### config.mk
export PLATFORM = sky130hd
export DESIGN_NAME = fcfs_process_scheduler
export DESIGN_NICKNAME = d
export VERILOG_FILES = /design/src/design/fcfs_pkg.sv /design/src/design/fcfs_process_scheduler.sv /design/src/design/fcfs_ctrl.sv /design/src/design/fcfs_slots.sv
export SDC_FILE = /design/constraint.sdc
export NUM_CORES = 2
export LEC_CHECK = 0
export BUFFER_PORTS_ARGS = -buffer_cell sky130_fd_sc_hd__buf_2
export CELL_PAD_IN_SITES_DETAIL_PLACEMENT = 0
export CELL_PAD_IN_SITES_GLOBAL_PLACEMENT = 1
export CORE_MARGIN = 10
export CORE_UTILIZATION = 54
export DETAILED_ROUTE_END_ITERATION = 16
export GPL_TIMING_DRIVEN = 0
export PLACE_DENSITY = 0.82
export SLEW_MARGIN = 15
export SYNTH_ARGS = -nofsm -noshare
export SYNTH_HDL_FRONTEND = slang
export SYNTH_SLANG_ARGS = --single-unit
### constraint.sdc
create_clock -name i_clk -period 9.6 [get_ports i_clk]
set_input_delay 0.48 -clock i_clk [delete_from_list [all_inputs] [get_ports i_clk]]
set_output_delay 0.48 -clock i_clk [all_outputs]
set_load 0.1 [all_outputs]
### src/design/fcfs_pkg.sv
`timescale 1ns / 1ps
package fcfs_pkg;

    localparam int PCOUNT_W = 5;

    typedef enum logic [1:0] {
        OP_LOAD  = 2'd0,
        OP_START = 2'd1,
        OP_TICK  = 2'd2,
        OP_NONE  = 2'd3
    } t_opcode;

    typedef enum logic [2:0] {
        PH_UNSTARTED = 3'd0,
        PH_READY     = 3'd1,
        PH_RUNNING   = 3'd2,
        PH_BLOCKED   = 3'd3,
        PH_DONE      = 3'd4
    } t_phase;

    typedef enum logic [2:0] {
        S_IDLE     = 3'd0,
        S_SWEEP    = 3'd1,
        S_SCAN     = 3'd2,
        S_DISPATCH = 3'd3,
        S_COUNT    = 3'd4,
        S_REPORT   = 3'd5
    } t_state;

    typedef struct packed {
        logic load;
        logic tick_go;
        logic sweep;
        logic scan;
        logic dispatch;
        logic count;
        logic report;
    } t_ctl;

endpackage

### src/design/fcfs_process_scheduler.sv
`timescale 1ns / 1ps
// First-come first-served process scheduler, simulated one tick per command.
// Command channel: a transaction is taken when start is high and busy is low.
//   Load (opcode 0) writes one slot in that cycle; busy stays low.
//   Start (opcode 1) sweeps every slot, one per cycle, with busy high
//   throughout. Opcode 3 is dropped.
//   Tick (opcode 2) scans the n slots in use twice through one slot port:
//   one pass for arrivals, I/O returns, the running process and the
//   longest-waiting ready slot, then a dispatch step, then a counter pass,
//   then the result strobe o_result_valid, for one cycle; busy drops with it.
//   A tick after every process is done goes straight to the strobe.
// Result channel: one transaction per tick, shown for the strobe cycle only;
//   the receiver cannot stall it.
// Configuration: i_cfg_we writes process_count from i_cfg_wdata. The user
//   must write it only while idle; the block does not enforce this.
// Reset (synchronous, active low): all slots unstarted, counters zero,
//   process_count 1. Slot contents stay undefined until loaded.
module fcfs_process_scheduler #(
    parameter int MAX_SLOTS = 16,
    parameter int TIME_BITS = 16
) (
    input  logic        i_clk,
    input  logic        i_rst_n,
    input  logic        start,
    output logic        busy,
    input  logic [1:0]  i_opcode,
    input  logic [3:0]  i_slot,
    input  logic [15:0] i_arrival_cycle,
    input  logic [15:0] i_total_cpu_time,
    input  logic [7:0]  i_cpu_burst_length,
    input  logic [7:0]  i_io_multiplier,
    input  logic        i_cfg_we,
    input  logic [fcfs_pkg::PCOUNT_W-1:0] i_cfg_wdata,
    output logic        o_result_valid,
    output logic [15:0] o_cycle_number,
    output logic        o_running_valid,
    output logic [3:0]  o_running_slot,
    output logic        o_finished_valid,
    output logic [3:0]  o_finished_slot,
    output logic [15:0] o_finish_time,
    output logic [15:0] o_io_time_of_finished,
    output logic [15:0] o_wait_time_of_finished,
    output logic [15:0] o_blocked_cycles_total,
    output logic        o_all_done
);
    import fcfs_pkg::*;

    localparam int SW  = (MAX_SLOTS > 1) ? $clog2(MAX_SLOTS) : 1;
    localparam int CNW = $clog2(MAX_SLOTS + 1);
    localparam int CW  = (CNW > PCOUNT_W) ? CNW : PCOUNT_W;

    logic [PCOUNT_W-1:0] r_pcount;
    logic [CW-1:0]       n_used;
    logic [SW-1:0]       idx;
    logic                tick_idle;
    t_ctl                ctl;

    always_ff @(posedge i_clk) begin
        if (!i_rst_n) begin
            r_pcount <= PCOUNT_W'(1);
        end else if (i_cfg_we) begin
            r_pcount <= i_cfg_wdata;
        end
    end

    // clamp the slot count to the table size
    assign n_used = (CW'(r_pcount) > CW'(MAX_SLOTS)) ? CW'(MAX_SLOTS) : CW'(r_pcount);

    fcfs_ctrl #(
        .MAX_SLOTS (MAX_SLOTS),
        .SW        (SW),
        .CW        (CW)
    ) u_ctrl (
        .i_clk       (i_clk),
        .i_rst_n     (i_rst_n),
        .i_start     (start),
        .i_opcode    (i_opcode),
        .i_tick_idle (tick_idle),
        .i_n         (n_used),
        .o_busy      (busy),
        .o_idx       (idx),
        .o_ctl       (ctl)
    );

    fcfs_slots #(
        .MAX_SLOTS (MAX_SLOTS),
        .TIME_BITS (TIME_BITS),
        .SW        (SW),
        .CW        (CW)
    ) u_slots (
        .i_clk                   (i_clk),
        .i_rst_n                 (i_rst_n),
        .i_ctl                   (ctl),
        .i_idx                   (idx),
        .i_n                     (n_used),
        .i_slot                  (i_slot),
        .i_arrival_cycle         (i_arrival_cycle),
        .i_total_cpu_time        (i_total_cpu_time),
        .i_cpu_burst_length      (i_cpu_burst_length),
        .i_io_multiplier         (i_io_multiplier),
        .o_tick_idle             (tick_idle),
        .o_cycle_number          (o_cycle_number),
        .o_running_valid         (o_running_valid),
        .o_running_slot          (o_running_slot),
        .o_finished_valid        (o_finished_valid),
        .o_finished_slot         (o_finished_slot),
        .o_finish_time           (o_finish_time),
        .o_io_time_of_finished   (o_io_time_of_finished),
        .o_wait_time_of_finished (o_wait_time_of_finished),
        .o_blocked_cycles_total  (o_blocked_cycles_total),
        .o_all_done              (o_all_done)
    );

    assign o_result_valid = ctl.report;

endmodule

### src/design/fcfs_ctrl.sv
`timescale 1ns / 1ps
module fcfs_ctrl #(
    parameter int MAX_SLOTS = 16,
    parameter int SW = 4,
    parameter int CW = 5
) (
    input  logic          i_clk,
    input  logic          i_rst_n,
    input  logic          i_start,
    input  logic [1:0]    i_opcode,
    input  logic          i_tick_idle,
    input  logic [CW-1:0] i_n,
    output logic          o_busy,
    output logic [SW-1:0] o_idx,
    output fcfs_pkg::t_ctl o_ctl
);
    import fcfs_pkg::*;

    t_state        r_state, n_state;
    logic [SW-1:0] r_idx, n_idx;
    logic          accept;
    logic          last_scan;
    logic          last_sweep;
    t_opcode       op;

    assign op         = t_opcode'(i_opcode);
    assign accept     = i_start && (r_state == S_IDLE);
    assign last_scan  = (CW'(r_idx) == (i_n - 1'b1));
    assign last_sweep = (r_idx == SW'(MAX_SLOTS - 1));

    always_comb begin
        n_state = r_state;
        unique case (r_state)
            S_IDLE: begin
                if (accept) begin
                    unique case (op)
                        OP_START: n_state = S_SWEEP;
                        OP_TICK:  n_state = i_tick_idle ? S_REPORT : S_SCAN;
                        default:  n_state = S_IDLE;
                    endcase
                end
            end
            S_SWEEP:    n_state = last_sweep ? S_IDLE : S_SWEEP;
            S_SCAN:     n_state = last_scan ? S_DISPATCH : S_SCAN;
            S_DISPATCH: n_state = S_COUNT;
            S_COUNT:    n_state = last_scan ? S_REPORT : S_COUNT;
            S_REPORT:   n_state = S_IDLE;
            default:    n_state = S_IDLE;
        endcase
    end

    always_comb begin
        n_idx = '0;
        unique case (r_state)
            S_SWEEP:         n_idx = last_sweep ? '0 : r_idx + 1'b1;
            S_SCAN, S_COUNT: n_idx = last_scan ? '0 : r_idx + 1'b1;
            default:         n_idx = '0;
        endcase
    end

    always_comb begin
        o_busy           = (r_state != S_IDLE);
        o_idx            = r_idx;
        o_ctl.load       = accept && (op == OP_LOAD);
        o_ctl.tick_go    = accept && (op == OP_TICK);
        o_ctl.sweep      = (r_state == S_SWEEP);
        o_ctl.scan       = (r_state == S_SCAN);
        o_ctl.dispatch   = (r_state == S_DISPATCH);
        o_ctl.count      = (r_state == S_COUNT);
        o_ctl.report     = (r_state == S_REPORT);
    end

    always_ff @(posedge i_clk) begin
        if (!i_rst_n) begin
            r_state <= S_IDLE;
            r_idx   <= '0;
        end else begin
            r_state <= n_state;
            r_idx   <= n_idx;
        end
    end

endmodule

### src/design/fcfs_slots.sv
`timescale 1ns / 1ps
module fcfs_slots #(
    parameter int MAX_SLOTS = 16,
    parameter int TIME_BITS = 16,
    parameter int SW = 4,
    parameter int CW = 5
) (
    input  logic           i_clk,
    input  logic           i_rst_n,
    input  fcfs_pkg::t_ctl i_ctl,
    input  logic [SW-1:0]  i_idx,
    input  logic [CW-1:0]  i_n,
    input  logic [3:0]     i_slot,
    input  logic [15:0]    i_arrival_cycle,
    input  logic [15:0]    i_total_cpu_time,
    input  logic [7:0]     i_cpu_burst_length,
    input  logic [7:0]     i_io_multiplier,
    output logic           o_tick_idle,
    output logic [15:0]    o_cycle_number,
    output logic           o_running_valid,
    output logic [3:0]     o_running_slot,
    output logic           o_finished_valid,
    output logic [3:0]     o_finished_slot,
    output logic [15:0]    o_finish_time,
    output logic [15:0]    o_io_time_of_finished,
    output logic [15:0]    o_wait_time_of_finished,
    output logic [15:0]    o_blocked_cycles_total,
    output logic           o_all_done
);
    import fcfs_pkg::*;

    localparam int TW   = TIME_BITS;
    localparam int CMPW = (TW > 16) ? TW : 16;

    function automatic logic [TW-1:0] sat_inc(input logic [TW-1:0] v);
        return (&v) ? v : v + 1'b1;
    endfunction

    // loaded process table
    logic [15:0]   r_arrival [MAX_SLOTS];
    logic [15:0]   r_need    [MAX_SLOTS];
    logic [7:0]    r_burst   [MAX_SLOTS];
    logic [15:0]   r_ioburst [MAX_SLOTS];

    // run state
    t_phase        r_phase      [MAX_SLOTS];
    logic [7:0]    r_cpu_left   [MAX_SLOTS];
    logic [15:0]   r_io_left    [MAX_SLOTS];
    logic [TW-1:0] r_wait_now   [MAX_SLOTS];
    logic [TW-1:0] r_run_total  [MAX_SLOTS];
    logic [TW-1:0] r_io_total   [MAX_SLOTS];
    logic [TW-1:0] r_wait_total [MAX_SLOTS];
    logic [TW-1:0] r_cycle;
    logic [CW-1:0] r_done;
    logic [TW-1:0] r_bsum;

    // per-tick scratch
    logic [TW-1:0] r_cyc_out;
    logic          r_seen_run;
    logic          r_run_ok;
    logic [SW-1:0] r_run_slot;
    logic          r_fin;
    logic [SW-1:0] r_fslot;
    logic [TW-1:0] r_ftime;
    logic [TW-1:0] r_fio;
    logic [TW-1:0] r_fwait;
    logic          r_any;
    logic [SW-1:0] r_best;
    logic [TW-1:0] r_bw;

    t_phase        p;
    t_phase        a_ph;
    logic [TW-1:0] a_wait;
    logic [15:0]   a_io;
    logic          a_fin;
    logic          a_run;
    logic          a_cand;
    logic [SW-1:0] load_idx;
    logic          load_ok;

    assign load_idx = SW'(i_slot);
    assign load_ok  = ({28'd0, i_slot} < MAX_SLOTS);

    always_ff @(posedge i_clk) begin
        if (i_ctl.load && load_ok) begin
            r_arrival[load_idx] <= i_arrival_cycle;
            r_need[load_idx]    <= i_total_cpu_time;
            r_burst[load_idx]   <= i_cpu_burst_length;
            r_ioburst[load_idx] <= 16'(i_cpu_burst_length) * 16'(i_io_multiplier);
        end
    end

    // scan step: arrivals, returns from I/O, running process, candidate search
    always_comb begin
        p      = r_phase[i_idx];
        a_ph   = p;
        a_wait = r_wait_now[i_idx];
        a_io   = r_io_left[i_idx];
        a_fin  = 1'b0;
        a_run  = 1'b0;
        unique case (p)
            PH_UNSTARTED: begin
                if (CMPW'(r_arrival[i_idx]) == CMPW'(r_cycle)) begin
                    a_ph   = PH_READY;
                    a_wait = '0;
                end
            end
            PH_BLOCKED: begin
                if (r_io_left[i_idx] == '0) begin
                    a_ph   = PH_READY;
                    a_wait = '0;
                end
            end
            PH_RUNNING: begin
                if (!r_seen_run) begin
                    if (CMPW'(r_run_total[i_idx]) == CMPW'(r_need[i_idx])) begin
                        a_ph  = PH_DONE;
                        a_fin = 1'b1;
                    end else if (r_cpu_left[i_idx] == '0) begin
                        a_ph = PH_BLOCKED;
                        a_io = r_ioburst[i_idx];
                    end else begin
                        a_run = 1'b1;
                    end
                end
            end
            default: ;
        endcase
        a_cand = (a_ph == PH_READY) && (!r_any || (a_wait > r_bw));
    end

    always_ff @(posedge i_clk) begin
        if (!i_rst_n) begin
            for (int i = 0; i < MAX_SLOTS; i++) begin
                r_phase[i]      <= PH_UNSTARTED;
                r_cpu_left[i]   <= '0;
                r_io_left[i]    <= '0;
                r_wait_now[i]   <= '0;
                r_run_total[i]  <= '0;
                r_io_total[i]   <= '0;
                r_wait_total[i] <= '0;
            end
            r_cycle    <= '0;
            r_done     <= '0;
            r_bsum     <= '0;
            r_seen_run <= 1'b0;
            r_run_ok   <= 1'b0;
            r_fin      <= 1'b0;
            r_any      <= 1'b0;
        end else begin
            if (i_ctl.sweep) begin
                r_phase[i_idx]      <= PH_UNSTARTED;
                r_cpu_left[i_idx]   <= r_burst[i_idx];
                r_io_left[i_idx]    <= r_ioburst[i_idx];
                r_wait_now[i_idx]   <= '0;
                r_run_total[i_idx]  <= '0;
                r_io_total[i_idx]   <= '0;
                r_wait_total[i_idx] <= '0;
                if (i_idx == '0) begin
                    r_cycle <= '0;
                    r_done  <= '0;
                    r_bsum  <= '0;
                end
            end

            if (i_ctl.tick_go) begin
                r_cyc_out  <= r_cycle;
                r_seen_run <= 1'b0;
                r_run_ok   <= 1'b0;
                r_run_slot <= '0;
                r_fin      <= 1'b0;
                r_fslot    <= '0;
                r_ftime    <= '0;
                r_fio      <= '0;
                r_fwait    <= '0;
                r_any      <= 1'b0;
                r_best     <= '0;
                r_bw       <= '0;
            end

            if (i_ctl.scan) begin
                r_phase[i_idx]    <= a_ph;
                r_wait_now[i_idx] <= a_wait;
                r_io_left[i_idx]  <= a_io;
                if (p == PH_RUNNING) begin
                    r_seen_run <= 1'b1;
                end
                if (a_fin) begin
                    r_done  <= r_done + 1'b1;
                    r_fin   <= 1'b1;
                    r_fslot <= i_idx;
                    r_ftime <= r_cycle;
                    r_fio   <= r_io_total[i_idx];
                    r_fwait <= r_wait_total[i_idx];
                end
                if (a_run) begin
                    r_run_ok   <= 1'b1;
                    r_run_slot <= i_idx;
                end
                if (a_cand) begin
                    r_any  <= 1'b1;
                    r_best <= i_idx;
                    r_bw   <= a_wait;
                end
            end

            if (i_ctl.dispatch) begin
                if (!r_run_ok && r_any) begin
                    r_phase[r_best]    <= PH_RUNNING;
                    r_cpu_left[r_best] <= r_burst[r_best];
                    r_run_ok           <= 1'b1;
                    r_run_slot         <= r_best;
                end
                r_cycle <= sat_inc(r_cycle);
            end

            if (i_ctl.count) begin
                unique case (r_phase[i_idx])
                    PH_RUNNING: begin
                        r_run_total[i_idx] <= sat_inc(r_run_total[i_idx]);
                        if (r_cpu_left[i_idx] != '0) begin
                            r_cpu_left[i_idx] <= r_cpu_left[i_idx] - 1'b1;
                        end
                    end
                    PH_BLOCKED: begin
                        r_io_total[i_idx] <= sat_inc(r_io_total[i_idx]);
                        if (r_io_left[i_idx] != '0) begin
                            r_io_left[i_idx] <= r_io_left[i_idx] - 1'b1;
                        end
                        r_bsum <= sat_inc(r_bsum);
                    end
                    PH_READY: begin
                        r_wait_now[i_idx]   <= sat_inc(r_wait_now[i_idx]);
                        r_wait_total[i_idx] <= sat_inc(r_wait_total[i_idx]);
                    end
                    default: ;
                endcase
            end
        end
    end

    assign o_tick_idle             = (r_done >= i_n);
    assign o_cycle_number          = 16'(r_cyc_out);
    assign o_running_valid         = r_run_ok;
    assign o_running_slot          = 4'(r_run_slot);
    assign o_finished_valid        = r_fin;
    assign o_finished_slot         = 4'(r_fslot);
    assign o_finish_time           = 16'(r_ftime);
    assign o_io_time_of_finished   = 16'(r_fio);
    assign o_wait_time_of_finished = 16'(r_fwait);
    assign o_blocked_cycles_total  = 16'(r_bsum);
    assign o_all_done              = o_tick_idle;

endmodule

# == After elaboration in Yosys (flattened, before gate mapping) ==
# Memory sizes are Yosys's and may differ from the RTL's. A register that Yosys moved wholly into a read port is not among the register bits.
# Index checks and enable logic that the tools add are counted.
# op_classes
n_reduce_logical,37
multipliers,1
bitwise,9
div,0
n_lt_le_gt_ge,3
eq_ne,18
addsub,11
n_shift,0
muxes,168
# ops
op,count
$mux W16,43
$mux W4,34
$add A16 B1 Y16 const B,6
$reduce_and A16 Y1,6
$reduce_or A16 Y1,5
$mux W1,68
$eq A16 B16 Y1,2
$pmux W16 S2,1
$mux W3,10
$mux W5,5
$mux W8,3
$gt A16 B16 Y1,1
$logic_not A16 Y1,1
$mul A8 B8 Y16,1
$reduce_bool A16 Y1,1
$reduce_or A8 Y1,2
$sub A16 B1 Y16 const B,1
$pmux W3 S5,1
$eq A3 B2 Y1 const B,4
$eq A3 B1 Y1 const B,3
$or A1 B1 Y1,9
$pmux W3 S3,1
$logic_not A8 Y1,1
$pmux W4 S2,1
other kinds (28),37
# totals
romBits,0
n_memories,11
mem_bits_rw,2352
elab_cells,276
latchBits,0
reg_bits,145
out_inout_bits,93
inputBits,63
# memory_table
name,words,width,rd,rd_clocked_by_memory_dff,write_ports,line,text
u_slots.r_arrival,16,16,1,1,1,fcfs_slots.sv:40,logic [15:0] r_arrival [MAX_SLOTS];
u_slots.r_io_left,16,16,1,1,16,fcfs_slots.sv:48,logic [15:0] r_io_left [MAX_SLOTS];
u_slots.r_io_total,16,16,1,1,16,fcfs_slots.sv:51,logic [TW-1:0] r_io_total [MAX_SLOTS];
u_slots.r_ioburst,16,16,1,1,1,fcfs_slots.sv:43,logic [15:0] r_ioburst [MAX_SLOTS];
u_slots.r_need,16,16,1,1,1,fcfs_slots.sv:41,logic [15:0] r_need [MAX_SLOTS];
u_slots.r_run_total,16,16,1,1,16,fcfs_slots.sv:50,logic [TW-1:0] r_run_total [MAX_SLOTS];
5 more memories,-,-,-,-,-,-,

# == Longest topological paths before layout ==
# logic_depth
word_depth,10
ltp_mapped,33
depth_no_buf,23

# == Modules after synthesis ==
# Synthesis repeated with hierarchy kept, for this count alone.
# unflattened
cells_unflattened,7239
hier_area_um2,111709.6
# by_module_without_submodules
module,cells_per_inst,instances,area_per_inst_um2,seq_area_each_um2
fcfs_slots,7144,1,110916.4,73810.8
fcfs_ctrl,74,1,574.3,140.1
fcfs_process_scheduler,21,1,219.0,100.1

# == Worst setup path before layout ==
# Ideal clock, no wire load.
# synth_path
path_kind,register -> register
startpoint,"register, netlist name u_ctrl.o_idx[0]"
endpoint,"register u_slots.r_best[2], data pin"
setup_time_ns,0.283
arrival_time_ns,6.479
stages_incl_launch_ff,34
synth_period_minus_slack_ns,6.761
setup_slack_ns,2.839
t_required_ns,9.317
path_buffers,11
path_cell_list,dfxtp_1 -> buf_6 -> buf_12 -> buf_12 -> buf_8 -> buf_6 -> buf_6 -> buf_2 -> mux4_2 -> mux4_2 -> inv_1 -> ha_1 -> inv_1 -> or4_1 -> clkbuf_1 -> nor2_1 -> nor4bb_1 -> inv_1 -> o21a_1 -> clkbuf_1 -> nand2_1 -> inv_1 -> ha_1 -> a21o_1 -> a21o_1 -> a21oi_1 -> o21ai_0 -> a2111oi_0 -> o31a_1 -> or4_1 -> clkbuf_1 -> clkbuf_1 -> nand3_1 -> o21ai_0
# synth_rtl
element,line,text
to (signal assigned),fcfs_slots.sv:202,r_best <= i_idx;
to (decl),fcfs_slots.sv:68,logic [SW-1:0] r_best;

==> flow_metrics.env <==
export IMPL_status="finished with violations"
export IMPL_violations="design-rule violations"
export IMPL_worstHoldStart="i_cpu_burst_length[2]"
export IMPL_grt_overflow=0
export IMPL_netlist_area_leader_share_pct=66.9
export IMPL_final_common_cell="edfxtp_1"
export IMPL_ys_types=98
export IMPL_pwr_share_clk_pct=38.9
export IMPL_wl_um=360000
export IMPL_drtAntennaViolNets=0
export IMPL_ys_warnings_count=0
export IMPL_gp_congestion=0.948
export IMPL_r2r_end="u_slots.r_wait_now[5][8]"
export IMPL_fin_crit_ns=9.37
export IMPL_setup_violations=0
export IMPL_synth_edff_count=2444
export IMPL_io_buffers=154
export IMPL_mostFrequentLayoutCells="edfxtp_1 (2444), nor2_1 (1515), mux4_2 (669)"
export IMPL_yosys_area_share_simple_pct=9.22
export IMPL_crit_path_end_kind="register"
export IMPL_synthXorXnorAreaFrac_pct=0.854
export IMPL_ys_seq_area_share_pct=67.9
export IMPL_drtIter0Drc=11700
export IMPL_pwr_share_seq_pct=51.3
export IMPL_post_dp_hpwl_um=244000
export IMPL_postCtsSetupBuffers=0
export IMPL_p_int_mw=18.6
export IMPL_hp_class="in2reg"
export IMPL_num_rows=165
export IMPL_ys_seq_elements=2501
export IMPL_final_hold_violation_count=0
export IMPL_grt_pass1_vias=67900
export IMPL_min_to="u_slots.r_burst[9][2]"
export IMPL_die_x_um=471
export IMPL_critPathRequiredTime_ns=9.98
export IMPL_synthCells=6944
export IMPL_cts_tree="yes"
export IMPL_synth_flop_cell="edfxtp_1"
export IMPL_grt_pass1_wl_um=503000
export IMPL_placed_cell_area_um2=116000
export IMPL_period_share_pct=97.7
export IMPL_synthToLayoutAreaGrowth_pct=13.5
export IMPL_clkTransAtPathRegs_ns=0.06
export IMPL_placed_cells=9881
export IMPL_final_area_um2=125000
export IMPL_drcViolationCount=4
export IMPL_ioPinCount=156
export IMPL_powerDensity_nw_per_um2=198
export IMPL_tightest_slew_ns=1.39
export IMPL_synth_area_leader_cell="edfxtp_1"
export IMPL_synthAdderAreaFrac_pct=1.50
export IMPL_synth_area_per_cell_um2=15.8
export IMPL_first_pass_iters=14
export IMPL_max_slew_margin_pct=7.60
export IMPL_synth_compound_gate_area_share_pct=2.64
export IMPL_layout_drive_gt1_share_pct=21.6
export IMPL_final_core_util_pct=61.6
export IMPL_cts_root_buf="clkbuf_16"
export IMPL_max_vdd_ir_drop_mv=0.189
export IMPL_start_util_pct=54.3
export IMPL_hold_slack_ns=0.0471
export IMPL_swShare_pct=24.3
export IMPL_cap_violations=0
export IMPL_die_area_um2=222000
export IMPL_ys_top_cells_by_area="edfxtp_1 (67%), mux4_2 (14%), nor2_1 (5.2%)"
export IMPL_cts_max_level=4
export IMPL_rsz0062_at_grt="false"
export IMPL_criticalPathCategory="reg2reg"
export IMPL_rrSetupSlack_ns=0.23
export IMPL_fillerInstances=14500
export IMPL_cp_arrival_ns=9.76
export IMPL_drv_slew=0
export IMPL_total_power_mw=24.6
export IMPL_critical_path_startpoint_type="register"
export IMPL_design_core_area_um2=202000
export IMPL_cts_buffers=238
export IMPL_clock_skew_ns=0.0718
export IMPL_reg2reg_from="u_ctrl.o_idx[1]"
export IMPL_synth_async_sr_flop_share_pct=0
export IMPL_cp_max_fo=16
export IMPL_cts_sinks=2501
export IMPL_grt_usage_pct=31.9
export IMPL_grt_start_max_net_pins=58
export IMPL_nets=7663
export IMPL_combinationalPowerShare_pct=9.8
export IMPL_routedWlPerCell_um=34.7
export IMPL_clock_path_buffers=3
export IMPL_p_switching_mw=5.98
export IMPL_die_y_um=471
export IMPL_syn_nets=7117
export IMPL_syn_cell_area_um2=110000
export IMPL_whs_path_depth=1
export IMPL_fmax_mhz=107
export IMPL_stdcell_count=10400
export IMPL_vias_per_cell=6.69
export IMPL_cellLeakagePower_nw=42.0
export IMPL_synth_area_mux_share_pct=15.3
export IMPL_clkLatencyLatePin_ns=0.94
export IMPL_antenna_found_initial=18
export IMPL_r2r_worst_path_cells=21
export IMPL_synth_top_family_by_area="multiplexers"
export IMPL_via_count=69400
[registers in the layout, indices dropped and copies added (netlist names), 128 cells and up, named ones only]
signal,count
u_slots.r_wait_total,256
u_slots.r_run_total,256
u_slots.r_io_total,256
u_slots.r_io_left,256
u_slots.r_burst,128
u_slots.r_arrival,256
u_slots.r_wait_now,256
u_slots.r_need,256
u_slots.r_ioburst,256
u_slots.r_cpu_left,128
[area by class of cell]
cell class,instances,area [um^2],share of cell area (%)
repair buffers,311,3110,2.49
well taps,2672,3340,2.68
clock buffers,293,6280,5.04
inverters,121,454,0.365
flip-flops and latches,2501,74500,59.8
diodes,10,25.0,0.0201
multi-input cells,3866,32900,26.4
clock inverters,153,1560,1.25
plain buffers,451,2380,1.91
[worst max path at each step]
| stage | start | end | slack, ns | cells past startpoint |
|---|---|---|---|---|
| 6_report | u_ctrl.o_idx[1] | u_slots.r_wait_now[5][8] | 0.23 | 21 |
| 4_1_cts | u_ctrl.o_idx[1] | u_slots.r_best[0] | 0.19 | 30 |
| 5_1_grt | u_ctrl.o_idx[1] | u_slots.r_best[0] | 0.11 | 31 |
| 3_3_place_gp | u_ctrl.r_state[2] | u_slots.r_need[4][7] | -2.96 | 5 |
| 2_1_floorplan | u_ctrl.o_idx[0] | u_slots.r_best[2] | 2.84 | 33 |
| 3_5_place_dp | u_ctrl.o_idx[1] | u_slots.r_bw[12] | -1.01 | 28 |
[power groups by stage]
stage | clock network, mW | logic, mW | registers, mW
final | 9.58 | 2.41 | 12.6
after floorplan | 0 | 1.33 | 13.0
after global routing | 9.97 | 2.55 | 12.6
after detailed placement | 0 | 2.34 | 12.9
after global placement | 0 | 2.19 | 12.9
after CTS | 9.54 | 2.37 | 12.6
[through the flow]
step	setup TNS (ns)	worst slack, ns
floorplan	0	2.84
global placement	-647.51	-2.96
detailed placement	-19.35	-1.01
CTS	0	0.195
global route	0	0.106
finish	0	0.225
[critical path, stage by stage (launching register included)]
cell and delay [ns]:
dfxtp_1 0.48, buf_4 0.29, buf_4 0.32, buf_4 0.30, buf_6 0.21, buf_6 0.30
buf_6 0.29, buf_4 0.35, buf_4 0.33, buf_4 0.31, buf_4 0.31, buf_2 0.51
clkbuf_1 0.50, buf_2 0.49, inv_1 0.35, ha_1 0.28, clkbuf_1 0.18, and2_1 0.18
clkbuf_1 0.47, nand2_1 0.59, clkbuf_1 0.75, nand2_1 0.87
[cells by family (layout without fill, tap and decap cells)]
family / count (synthesis) / in the layout
and+or+nand+nor: 2430 / 2430
buffers and inverters: 577 / 1329
muxes: 776 / 776
DFF: 2501 / 2501
adders and majority gates: 110 / 110
AOI/OAI and AO/OA: 443 / 443
other: 0 / 10
xor gates and xnor gates: 107 / 107
[layer usage]
| layer | vias to the layer above | part of all wire [%] | GRT usage [%] |
|---|---|---|---|
| met2 | 5435 | 45 | 47.8 |
| met4 | 14 | 7.0 | 18.0 |
| li1 | 27500 | - | - |
| met5 | - | 0.023 | 0 |
| met3 | 1013 | 13 | 9.47 |
| met1 | 35400 | 35 | 41.8 |
[synthesized netlist by cell type (13+ instances only)]
library cell and count:
a21oi_1 76, a22o_1 18, a22oi_1 63, and2_1 61
and3_1 28, buf_1 22, buf_2 97, buf_4 60
buf_6 23, clkbuf_1 247, dfxtp_1 57, edfxtp_1 2444
fa_1 36, ha_1 74, inv_1 118, mux2_2 23
mux2i_1 44, mux4_1 40, mux4_2 669, nand2_1 477
nand2b_1 15, nand3_1 82, nand4_1 20, nor2_1 1530
nor2_2 30, nor2b_1 26, nor3_1 55, nor4_1 13
o21ai_0 144, o21ai_1 15, o22ai_1 14, or2_2 15
or3_1 34, xnor2_1 47, xor2_1 60
[timing repair]
action	in CTS	in global routing
endpoints found under the hold margin	570	0
hold buffers	45	0
pin swaps	0	1
setup endpoints to repair	25	25
resized for setup	7	16
Power figures use the tool's default switching activity.
